==> config.mk <==
export PLATFORM = sky130hd
export DESIGN_NAME = trivium_byte_stream_cipher
export DESIGN_NICKNAME = d
export VERILOG_FILES = /design/src/rtl/core/tbsc_pkg.sv /design/src/rtl/core/tbsc_datapath.sv /design/src/rtl/core/tbsc_ctrl.sv /design/src/rtl/core/trivium_byte_stream_cipher.sv
export SDC_FILE = /design/constraint.sdc
export NUM_CORES = 1
export LEC_CHECK = 0
export BUFFER_PORTS_ARGS = -buffer_cell sky130_fd_sc_hd__buf_2
export CAP_MARGIN = 20
export CORE_MARGIN = 5
export CORE_UTILIZATION = 55
export DETAILED_ROUTE_END_ITERATION = 8
export GPL_TIMING_DRIVEN = 0
export PLACE_DENSITY = 0.76
export SETUP_SLACK_MARGIN = 0.5
export SLEW_MARGIN = 20
export SYNTH_ARGS = -nofsm -noshare
export SYNTH_HDL_FRONTEND = slang
export SYNTH_HIERARCHICAL = 1
export SYNTH_SLANG_ARGS = --single-unit
==> constraint.sdc <==
create_clock -name clk -period 3.35 [get_ports clk]
set_input_delay 0.1675 -clock clk [delete_from_list [all_inputs] [get_ports clk]]
set_output_delay 0.1675 -clock clk [all_outputs]
set_load 0.005 [all_outputs]
==> src/rtl/core/tbsc_pkg.sv <==
// Shared types, constants and the round function of the Trivium byte cipher.
package tbsc_pkg;

	localparam int STATE_BITS    = 288;
	localparam int KEY_BITS      = 80;
	localparam int IV_POS        = 93;
	localparam int THIRD_POS     = 177;
	localparam int WARMUP_PASSES = 4;
	localparam int BYTE_BITS     = 8;
	localparam int CFG_DATA_W    = 64;
	localparam int CFG_ADDR_W    = 2;
	localparam int HIGH_W        = KEY_BITS - CFG_DATA_W;

	// Eight rounds per cycle; number of eight-round warm-up steps
	localparam int WARM_CYCLES = WARMUP_PASSES * STATE_BITS / BYTE_BITS;
	localparam int WCNT_W      = $clog2(WARM_CYCLES);

	typedef logic [STATE_BITS-1:0] state_t;

	// Configuration register indexes
	typedef enum logic [CFG_ADDR_W-1:0] {
		REG_KEY_LOW  = 2'd0,
		REG_KEY_HIGH = 2'd1,
		REG_IV_LOW   = 2'd2,
		REG_IV_HIGH  = 2'd3
	} cfg_reg_t;

	// Controller states
	typedef enum logic [1:0] {
		ST_IDLE,
		ST_WARM,
		ST_EMIT
	} ctrl_state_t;

	// Commands from controller to datapath
	typedef struct packed {
		logic load;       // reload state from key and IV, capture input byte
		logic warm;       // advance eight rounds, no output
		logic step_in;    // advance, result = input byte ^ keystream
		logic step_held;  // advance, result = captured byte ^ keystream
	} dp_cmd_t;

	typedef struct packed {
		state_t               st;
		logic [BYTE_BITS-1:0] ks;
	} rounds_t;

	// Eight Trivium rounds; keystream bit k lands in ks[k]
	function automatic rounds_t tri_rounds8(input state_t s_in);
		rounds_t r;
		state_t  s;
		logic    a, b, c;
		s    = s_in;
		r.ks = '0;
		for (int k = 0; k < BYTE_BITS; k++) begin
			a = s[65] ^ s[92];
			b = s[161] ^ s[176];
			c = s[242] ^ s[287];
			r.ks[k] = a ^ b ^ c;
			a = a ^ (s[90] & s[91]) ^ s[170];
			b = b ^ (s[174] & s[175]) ^ s[263];
			c = c ^ (s[285] & s[286]) ^ s[68];
			s = {s[STATE_BITS-2:0], c};
			s[IV_POS]    = a;
			s[THIRD_POS] = b;
		end
		r.st = s;
		return r;
	endfunction

endpackage

==> src/rtl/core/tbsc_datapath.sv <==
// Datapath: key/IV registers, cipher state, eight-round step and result register.
module tbsc_datapath (
	input  logic                                clk,
	input  logic                                arst_n,
	input  logic                                cfg_wen,
	input  logic [tbsc_pkg::CFG_ADDR_W-1:0]     cfg_addr,
	input  logic [tbsc_pkg::CFG_DATA_W-1:0]     cfg_data,
	input  tbsc_pkg::dp_cmd_t                   cmd,
	input  logic [tbsc_pkg::BYTE_BITS-1:0]      data_byte,
	output logic [tbsc_pkg::BYTE_BITS-1:0]      result_byte
);

	logic [tbsc_pkg::CFG_DATA_W-1:0] key_low_q, iv_low_q;
	logic [tbsc_pkg::HIGH_W-1:0]     key_high_q, iv_high_q;
	tbsc_pkg::state_t                state_q, load_st;
	tbsc_pkg::rounds_t               rnd;
	logic [tbsc_pkg::BYTE_BITS-1:0]  held_q, result_q, src_byte;
	logic                            advance;

	// Configuration registers
	always_ff @(posedge clk or negedge arst_n) begin
		if (!arst_n) begin
			key_low_q  <= '0;
			key_high_q <= '0;
			iv_low_q   <= '0;
			iv_high_q  <= '0;
		end else if (cfg_wen) begin
			unique case (tbsc_pkg::cfg_reg_t'(cfg_addr))
				tbsc_pkg::REG_KEY_LOW:  key_low_q  <= cfg_data;
				tbsc_pkg::REG_KEY_HIGH: key_high_q <= cfg_data[tbsc_pkg::HIGH_W-1:0];
				tbsc_pkg::REG_IV_LOW:   iv_low_q   <= cfg_data;
				tbsc_pkg::REG_IV_HIGH:  iv_high_q  <= cfg_data[tbsc_pkg::HIGH_W-1:0];
				default: ;
			endcase
		end
	end

	// Load pattern: key low, IV from bit 93, ones in the top three bits
	always_comb begin
		load_st = '0;
		load_st[tbsc_pkg::KEY_BITS-1:0] = {key_high_q, key_low_q};
		load_st[tbsc_pkg::IV_POS +: tbsc_pkg::KEY_BITS] = {iv_high_q, iv_low_q};
		load_st[tbsc_pkg::STATE_BITS-1 -: 3] = 3'b111;
	end

	assign rnd     = tbsc_pkg::tri_rounds8(state_q);
	assign advance = cmd.warm | cmd.step_in | cmd.step_held;

	// Cipher state
	always_ff @(posedge clk or negedge arst_n) begin
		if (!arst_n) begin
			state_q <= '0;
		end else if (cmd.load) begin
			state_q <= load_st;
		end else if (advance) begin
			state_q <= rnd.st;
		end
	end

	// Byte captured at message start, combined after warm-up
	always_ff @(posedge clk) begin
		if (cmd.load) begin
			held_q <= data_byte;
		end
	end

	assign src_byte = cmd.step_held ? held_q : data_byte;

	// Result register
	always_ff @(posedge clk) begin
		if (cmd.step_in || cmd.step_held) begin
			result_q <= src_byte ^ rnd.ks;
		end
	end

	assign result_byte = result_q;

endmodule

==> src/rtl/core/tbsc_ctrl.sv <==
// Controller: accepts bytes, sequences reload and warm-up, owns the output valid.
module tbsc_ctrl (
	input  logic               clk,
	input  logic               arst_n,
	input  logic               s_tvalid,
	output logic               s_tready,
	input  logic               new_message,
	output logic               m_tvalid,
	input  logic               m_tready,
	output tbsc_pkg::dp_cmd_t  cmd
);

	tbsc_pkg::ctrl_state_t       state_q, state_d;
	logic [tbsc_pkg::WCNT_W-1:0] cnt_q, cnt_d;
	logic                        out_valid_q, out_free, out_load, accept;

	assign out_free = !out_valid_q || m_tready;
	assign accept   = s_tvalid && s_tready;

	// State, counter and output valid registers
	always_ff @(posedge clk or negedge arst_n) begin
		if (!arst_n) begin
			state_q     <= tbsc_pkg::ST_IDLE;
			cnt_q       <= '0;
			out_valid_q <= 1'b0;
		end else begin
			state_q <= state_d;
			cnt_q   <= cnt_d;
			if (out_load) begin
				out_valid_q <= 1'b1;
			end else if (m_tready) begin
				out_valid_q <= 1'b0;
			end
		end
	end

	// Next state and commands
	always_comb begin
		state_d  = state_q;
		cnt_d    = cnt_q;
		cmd      = '0;
		s_tready = 1'b0;
		out_load = 1'b0;
		unique case (state_q)
			tbsc_pkg::ST_IDLE: begin
				s_tready = out_free;
				if (accept) begin
					if (new_message) begin
						cmd.load = 1'b1;
						cnt_d    = '0;
						state_d  = tbsc_pkg::ST_WARM;
					end else begin
						cmd.step_in = 1'b1;
						out_load    = 1'b1;
					end
				end
			end
			tbsc_pkg::ST_WARM: begin
				cmd.warm = 1'b1;
				cnt_d    = cnt_q + 1'b1;
				if (cnt_q == tbsc_pkg::WCNT_W'(tbsc_pkg::WARM_CYCLES - 1)) begin
					state_d = tbsc_pkg::ST_EMIT;
				end
			end
			tbsc_pkg::ST_EMIT: begin
				if (out_free) begin
					cmd.step_held = 1'b1;
					out_load      = 1'b1;
					state_d       = tbsc_pkg::ST_IDLE;
				end
			end
			default: begin
				state_d = tbsc_pkg::ST_IDLE;
			end
		endcase
	end

	assign m_tvalid = out_valid_q;

endmodule

==> src/rtl/core/trivium_byte_stream_cipher.sv <==
// Top level of the Trivium byte stream cipher.
//
//  Channel   Signals                         Content
//  input     s_tvalid s_tready s_tdata s_tuser  data byte, new-message flag
//  output    m_tvalid m_tready m_tdata          data byte ^ keystream byte
//  config    cfg_wen cfg_addr cfg_data          key_low, key_high, iv_low, iv_high
//
// A byte without the new-message flag needs no warm-up: eight rounds are unrolled
// in the datapath, so one byte per cycle is sustained while the output is drained.
// A byte with the flag is loaded, then the warm-up runs, then its result is emitted.
// Reset clears the cipher state and the key/IV registers to zero.
// The result register holds while m_tready is low; input is taken only when it
// is empty or being drained in the same cycle.
module trivium_byte_stream_cipher (
	input  logic                            clk,
	input  logic                            arst_n,
	input  logic                            cfg_wen,
	input  logic [tbsc_pkg::CFG_ADDR_W-1:0] cfg_addr,
	input  logic [tbsc_pkg::CFG_DATA_W-1:0] cfg_data,
	input  logic                            s_tvalid,
	output logic                            s_tready,
	input  logic [7:0]                      s_tdata,   // [7:0] data_byte
	input  logic                            s_tuser,   // [0] new_message
	output logic                            m_tvalid,
	input  logic                            m_tready,
	output logic [7:0]                      m_tdata    // [7:0] result_byte
);

	tbsc_pkg::dp_cmd_t cmd;

	tbsc_ctrl u_ctrl (
		.clk         (clk),
		.arst_n      (arst_n),
		.s_tvalid    (s_tvalid),
		.s_tready    (s_tready),
		.new_message (s_tuser),
		.m_tvalid    (m_tvalid),
		.m_tready    (m_tready),
		.cmd         (cmd)
	);

	tbsc_datapath u_dp (
		.clk         (clk),
		.arst_n      (arst_n),
		.cfg_wen     (cfg_wen),
		.cfg_addr    (cfg_addr),
		.cfg_data    (cfg_data),
		.cmd         (cmd),
		.data_byte   (s_tdata),
		.result_byte (m_tdata)
	);

endmodule

==> results.toml, run 1 <==
[outcome]
status = "completed"

[synth]
synth-seq-area-share_pct = 58.4
syn_inst = 1784
synth_nets = 1865
yosys.area_share.simple_pct = 9.49
async_flop_share_pct = 96.6
synth_commonest_cells = "dfrtp_1 (459), nand2_1 (415), o21ai_0 (158), mux2_2 (156), mux2i_1 (152)"
synth_top_family_by_area = "multiplexers"
synth.area.mux_share_pct = 16.0
yosysMostFrequentCell = "dfrtp_1"
yosysWarnings = 6
synth_cell_types = 42
synth_top_area_share_pct = 56.1
synth-xor-area-share_pct = 4.69
synth_edf_count = 16
synthTopCellsByArea = "dfrtp_1 (56%), mux2_2 (8.6%), nand2_1 (7.6%), mux2i_1 (7.4%), o21ai_0 (3.9%)"
syn_area_um2 = 20500
synthAdderAreaFrac_pct = 0.0611
syn_area_per_cell_um2 = 11.5
synth_seq_cells = 475
ys.flop_type = "dfrtp_1"
yosysTopAreaCell = "dfrtp_1"
synth-compound-area-share_pct = 8.37

[worst_setup_path]
path_delay_family = "buffers and inverters"
cp_num_buf_inv = 4
cp_max_fo = 10
r2r_cells = 9
critPathCaptureType = "flop"
crit_path_start = "u_ctrl/state_q[1]"
cpMaxStageDelayCell = "clkbuf_1"
reg2reg_slack_ns = 0.66
cp.arrival_ns = 3.15
cp_data_required_time_ns = 3.81
start_kind = "flop"
crit_cells = 9
cp_common_cell = "clkbuf_1"
crit_end = "u_dp/state_q[93]"
timing_worst_setup_path_type = "flop to flop"
max_stage_delay_ns = 0.46
r2r_end = "u_dp/state_q[93]"
rr_startpoint = "u_ctrl/state_q[1]"
crit_chain = "clkbuf_1 -> nor3_1 -> and3_1 -> or3_1 -> clkbuf_1 -> buf_2 -> clkbuf_1 -> nor3_1 -> a221oi_1"

[placement]
io_buffers = 89
dpl.hpwl_um = 36600
placedCellCount = 2346
dpl_cell_area_um2 = 21700
place.gp.congestion = 0.907

[final_layout]
nFillCells = 2709
drive_gt1_share_pct = 20.6
antenna_cells = 0
nets = 2089
final_util_pct = 65.5
finalInstanceArea_um2 = 24000
final_cells = 2513
synthToLayoutAreaGrowth_pct = 17.3

[floorplanning]
rows = 70
pin_count = 90
die_w_um = 203
die-area_um2 = 41200
die_y_um = 203
start_util_pct = 55.8
core_area_um2 = 36700

[global_routing]
antenna_found_initial = 1
grt_pass1_wl_um = 84000
use_met3_pct = 4.23
grt_overflow = 0
track_usage_pct = 25.9
globalRoute.busiestLayer = "met2"
use_met1_pct = 35.3
gr-usage-met2_pct = 42.6
grt_max_degree = 106
grt_pass1_vias = 14983

[cts]
clkLatencyLatePin_ns = 0.58
clk_pin_slew_ns = 0.06
root_buffer = "clkbuf_16"
cts.sinks = 475
cts_buffer_depth = 3
cts_made_buffers = 49
cts_tree = "yes"
cts_max_level = 2

[route]
initialDrtViolationCount = 1159
vias_per_cell = 5.71
dr.pass1.iters = 5
postRouteWirelength_um = 52400
drc = 0
final_antenna_net_count = 0
avgRoutedWirePerCell_um = 20.9
num_vias = 14356

[sta]
setup_tns_ns = 0
max_freq_ghz = 0.372
finClkSkew_ns = 0.0142
drv_slew = 0
whs_ns = 0.113
timing.slew.headroom_pct = 55.0
fin_crit_ns = 2.69
hold_viol = 0
period_share_pct = 80.2
tightest_slew_ns = 0.672
rsz0062_at_grt = "true"
setup_viol = 0

[power]
p_sw_share_pct = 35.4
pwr_density_cell_nw_per_um2 = 981
power_frac_comb_pct = 35.1
power_frac_clock_pct = 22.4
seqPwrFrac_pct = 42.6
p_sw_mw = 8.35
p_int_mw = 15.2
ir_worst_vdd_uv = 528
p_leak_nw = 11.1

[min_path]
holdCritPathClass = "input port to asynchronous set/reset pin"

[job]
drv_cap = 0
power by group through the flow:
stage | clock network [mW] | registers, mW | logic (mW)
after detailed placement | 0 | 10.1 | 8.03
after floorplan | 0 | 9.18 | 6.17
after global placement | 0 | 9.99 | 7.70
final | 5.28 | 10.0 | 8.27
after CTS | 5.36 | 9.98 | 8.18
after global routing | 5.62 | 10.2 | 9.05
timing repair:
item / 4_1_cts / 5_1_grt
pin swaps: 0 / 0
hold endpoints to repair: 351 / 0
setup endpoints to repair: 288 / 97
setup buffers: 1 / 0
cloned: 1 / 0
hold buffers: 77 / 0
gates resized for setup: 6 / 15
metrics by stage:
stage	worst slack, ns	power, mW
floorplan	1.09	15.4
CTS	0.638	23.5
detailed placement	-0.137	18.1
global route	0.498	24.9
finish	0.662	23.6
global placement	-6.72	17.7
per-layer routing:
layer / wire [µm] / part of all wire (%) / vias to the layer above
met5: 12 / 0.023 / -
li1: - / - / 6537
met2: 25400 / 48 / 444
met3: 3010 / 5.7 / 117
met1: 22300 / 43 / 7256
met4: 1710 / 3.3 / 2
area by class of cell:
type                       count  area, µm²  area share [%]
buffer                       117        584            2.43
clock buffer                  76       1460            6.07
clock inverter                12        103           0.427
inverter                      12       48.8           0.203
multi-input combinational   1180       7910            32.9
sequential                   475      12000            49.8
tap                          468        586            2.44
timing repair buffer         172       1370            5.71
timing repair inverter         1       5.00          0.0208
state kept, by name, summed over array words and instances, names as in the netlist:
| register | count |
|---|---|
| u_ctrl/m_tvalid | 1 |
| u_ctrl/state_q | 2 |
| u_dp/iv_high_q | 16 |
| u_dp/iv_low_q | 64 |
| u_dp/key_low_q | 64 |
| u_dp/key_high_q | 16 |
| u_ctrl/cnt_q | 8 |
| u_dp/result_byte | 8 |
| u_dp/state_q | 288 |
| u_dp/held_q | 8 |
placed cells by master, fill, tap and decap left out, types with 2 or more instances in the layout:
cell,netlist,layout
dfrtp_1,459,459
nand2_1,415,415
o21ai_0,158,158
mux2_2,156,156
mux2i_1,152,152
buf_2,58,144
a21oi_1,131,131
dlygate4sd3_1,0,77
clkbuf_16,0,50
clkbuf_1,43,47
xnor2_1,40,40
xnor3_1,24,24
nor2_1,18,18
edfxtp_1,16,16
buf_4,12,13
clkbuf_2,0,12
clkbuf_8,0,11
nor2b_1,11,11
inv_1,12,11
nor3_1,10,10
clkinv_2,0,8
xor2_1,8,8
a221oi_1,8,8
o31a_1,8,8
a211oi_2,7,7
nand3b_1,6,6
or3_1,6,6
buf_16,0,5
nand2b_1,4,4
clkinvlp_4,0,2
nand4_1,2,2
clkbuf_4,0,2
buf_1,3,2
worst min path at each step:
| stage | from | to | slack (ns) | cells after the start |
|---|---|---|---|---|
| 6_report | arst_n | u_ctrl/cnt_q[4] | 0.11 | 2 |
| 5_1_grt | s_tuser | u_ctrl/state_q[0] | 0.12 | 3 |
| 4_1_cts | s_tuser | u_ctrl/state_q[0] | 0.08 | 3 |
| 3_5_place_dp | arst_n | u_ctrl/cnt_q[7] | 0.11 | 1 |
| 3_3_place_gp | s_tdata[5] | u_dp/held_q[5] | 0.36 | 1 |
| 2_1_floorplan | arst_n | u_ctrl/cnt_q[0] | -0.13 | 0 |
cell families after synthesis:
group / Yosys count
and+or+nand+nor: 482
buffers and inverters: 129
muxes: 308
adders and majority gates: 1
AOI/OAI and AO/OA: 317
xor gates and xnor gates: 72
DFF: 475
Power figures use the tool's default switching activity.
==> run 2: changes to the inputs <==
--- a/config.mk
+++ b/config.mk
@@ -5,6 +5,7 @@
 export SDC_FILE = /design/constraint.sdc
 export NUM_CORES = 1
 export LEC_CHECK = 0
+export ABC_AREA = 1
 export BUFFER_PORTS_ARGS = -buffer_cell sky130_fd_sc_hd__buf_2
 export CAP_MARGIN = 20
 export CORE_MARGIN = 5
==> constraint.sdc (replaced) <==
create_clock -name clk -period 2.5 [get_ports clk]
set_input_delay 0.125 -clock clk [delete_from_list [all_inputs] [get_ports clk]]
set_output_delay 0.125 -clock clk [all_outputs]
set_load 0.005 [all_outputs]
==> run 2 against run 1 <==
Effect of this change:
- die area up 0.22%
- utilization is 1.3 points higher
- final area up 2.0%
- global-route usage increased by 1.7 points
- cell count grew 26%
- via count rose by 20%
- register-to-register slack got worse by 0.09 ns
- maximum frequency rose by 40%
- sequential power grew 25%
- synthesized cell count is 36% higher
- clock-buffer cell count shrank 6
- non-clock buffer count grew 25
- critical path type unchanged
- largest cell class unchanged
- largest power group unchanged
==> results.toml, run 2 <==
[global_routing]
globalRoute.busiestLayer = "met2"
use_met1_pct = 36.4
grt_pass1_wl_um = 90700
grt_overflow = 0
grt_max_degree = 100
grt_pass1_vias = 17053
antenna_found_initial = 0
track_usage_pct = 27.6
use_met3_pct = 3.55
gr-usage-met2_pct = 45.6

[placement]
dpl.hpwl_um = 40600
place.gp.congestion = 0.920
io_buffers = 89
pre_cts_ws_ns = -0.282

[worst_setup_path]
timing_worst_setup_path_type = "flop to flop"
cp.arrival_ns = 2.36
cp_max_fo = 10
max_stage_delay_ns = 0.40
cp_data_required_time_ns = 2.93
start_kind = "flop"
critPathCaptureType = "flop"
rr_startpoint = "u_ctrl/state_q[1]"
crit_path_start = "u_ctrl/state_q[1]"
cpMaxStageDelayCell = "dfrtp_1"
crit_chain = "inv_1 -> nand2_2 -> nor3_4 -> nand2_2 -> inv_4 -> buf_12 -> inv_1 -> nand2_4 -> inv_2 -> buf_12 -> buf_4 -> nand2_1 -> o21ai_0"

[final_layout]
antenna_cells = 0
largest_reg_flops = 288
reg_top3 = "u_dp/state_q: 288 flops, u_dp/iv_low_q: 64 flops, u_dp/key_low_q: 64 flops"
synthToLayoutAreaGrowth_pct = 19.4
mostFrequentLayoutCells = "nand2_1 (987), dfrtp_1 (459), inv_1 (253)"
nFillCells = 2924
multi_input_area_um2 = 6970
regArea_um2 = 12000
top_register = "u_dp/state_q"
final_common_cell = "nand2_1"
nets = 2749
final_util_pct = 66.8
drive_gt1_share_pct = 11.2

[synth]
ys.flop_type = "dfrtp_1"
yosysTopAreaCell = "dfrtp_1"
yosysMostFrequentCell = "nand2_1"
synth_cell_types = 27
synth_commonest_cells = "nand2_1 (994), dfrtp_1 (459), inv_1 (257), nand3_1 (222), o21ai_0 (181)"
syn_inst = 2432
synth_seq_cells = 475
synthTopCellsByArea = "dfrtp_1 (56%), nand2_1 (18%), nand3_1 (5.4%), inv_1 (4.7%), o21ai_0 (4.4%)"
synth_edf_count = 16
yosysWarnings = 6
syn_area_per_cell_um2 = 8.44
synth-seq-area-share_pct = 58.3
synth_top_area_share_pct = 55.9
async_flop_share_pct = 96.6
synth_nets = 2513
syn_area_um2 = 20500

[power]
power_frac_comb_pct = 27.5
seqPwrFrac_pct = 44.8
p_sw_mw = 9.91
total_power_mw = 27.9
p_sw_share_pct = 35.5
power_frac_clock_pct = 27.7
p_leak_nw = 12.5
pwr_density_cell_nw_per_um2 = 1140
p_int_mw = 18.0
ir_worst_vdd_uv = 594

[sta]
setup_viol = 0
hold_viol = 0
layout_setup_ws_ns = 0.576
setup_tns_ns = 0
drv_slew = 0
rsz0062_at_grt = "true"
period_share_pct = 77.0
finClkSkew_ns = 0.0227
max_freq_ghz = 0.520
whs_ns = 0.0670
tightest_slew_ns = 0.665
timing.slew.headroom_pct = 55.7
fin_crit_ns = 1.92

[floorplanning]
die_w_um = 203
pin_count = 90
core_area_um2 = 36700
die-area_um2 = 41300
start_util_pct = 55.9
rows = 70
die_y_um = 203

[cts]
cts_tree = "yes"
clk_pin_slew_ns = 0.06
cts_buffer_depth = 3
cts_max_level = 2
clkLatencyLatePin_ns = 0.57
cts_made_buffers = 49
root_buffer = "clkbuf_16"
cts.sinks = 475

[route]
num_vias = 17164
initialDrtViolationCount = 1519
postRouteWirelength_um = 56800
final_antenna_net_count = 0
vias_per_cell = 5.41
dr.pass1.iters = 6
avgRoutedWirePerCell_um = 17.9
drc = 0

[outcome]
status = "completed"

[job]
drv_cap = 0

[min_path]
holdCritPathClass = "input port to flop"
hold_start = "cfg_addr[0]"
==> run 2: worst max-delay path, delay by kind of cell, from the launching register on <==
family          cells  cell delay [ns]
buf+inv             7             0.73
simple gates        5             0.56
flops               1             0.40
compound gates      1             0.09
==> run 2: routing by layer <==
layer,vias up,wire (µm)
met3,165,3290
met5,-,0
met1,8246,23200
met2,601,27100
met4,0,3220
li1,8152,-
==> run 2: area by class of cell <==
type / instances / share of cell area (%)
buffer: 129 / 3.42
clock buffer: 70 / 5.86
clock inverter: 19 / 1.15
inverter: 259 / 3.99
multi-input combinational: 1569 / 28.4
sequential: 475 / 48.8
tap: 468 / 2.39
timing repair buffer: 185 / 5.95
==> run 2: worst paths after layout <==
| kind | endpoint | slack [ns] | depth (start not counted) |
|---|---|---|---|
| max | u_dp/state_q[190] | 0.58 | 13 |
| min | u_dp/iv_high_q[15] | 0.07 | 4 |
| max reg2reg | u_dp/state_q[190] | 0.58 | 13 |
| min reg2reg | u_dp/state_q[180] | 0.49 | 2 |
| max in group asynchronous | u_dp/key_low_q[33] | 1.02 | 4 |
| min in group asynchronous | u_ctrl/m_tvalid | 0.14 | 2 |
==> run 2: cells by family (layout without fill, tap and decap cells) <==
family	after synthesis	count (layout)	synth area share, %
buffers and inverters	388	662	8.18
xor gates and xnor gates	29	29	1.24
DFF	475	475	58.3
AOI/OAI and AO/OA	295	295	7.95
and+or+nand+nor	1244	1244	24.3
adders and majority gates	1	1	0.0609
==> run 2: through the flow <==
step | instances | cell area (µm²)
after detailed placement | 2993 | 21700
after CTS | 3166 | 24400
after floorplan | 2432 | 20500
final | 3174 | 24500
after global routing | 3174 | 24500
after global placement | 2989 | 21600
==> run 2: power by group through the flow <==
stage | combinational [mW] | clock [mW] | sequential, mW
2_1_floorplan | 5.06 | 0 | 11.8
3_3_place_gp | 7.10 | 0 | 12.4
3_5_place_dp | 7.36 | 0 | 12.5
4_1_cts | 7.58 | 7.84 | 12.4
5_1_grt | 8.62 | 8.17 | 12.7
6_report | 7.67 | 7.73 | 12.5
==> run 2: repair_timing <==
item,CTS,global route
resized for setup,47,51
pin swaps,2,3
buffers inserted,8,8
endpoints found under the setup margin,295,266
endpoints found under the hold margin,248,0
hold buffers,76,0
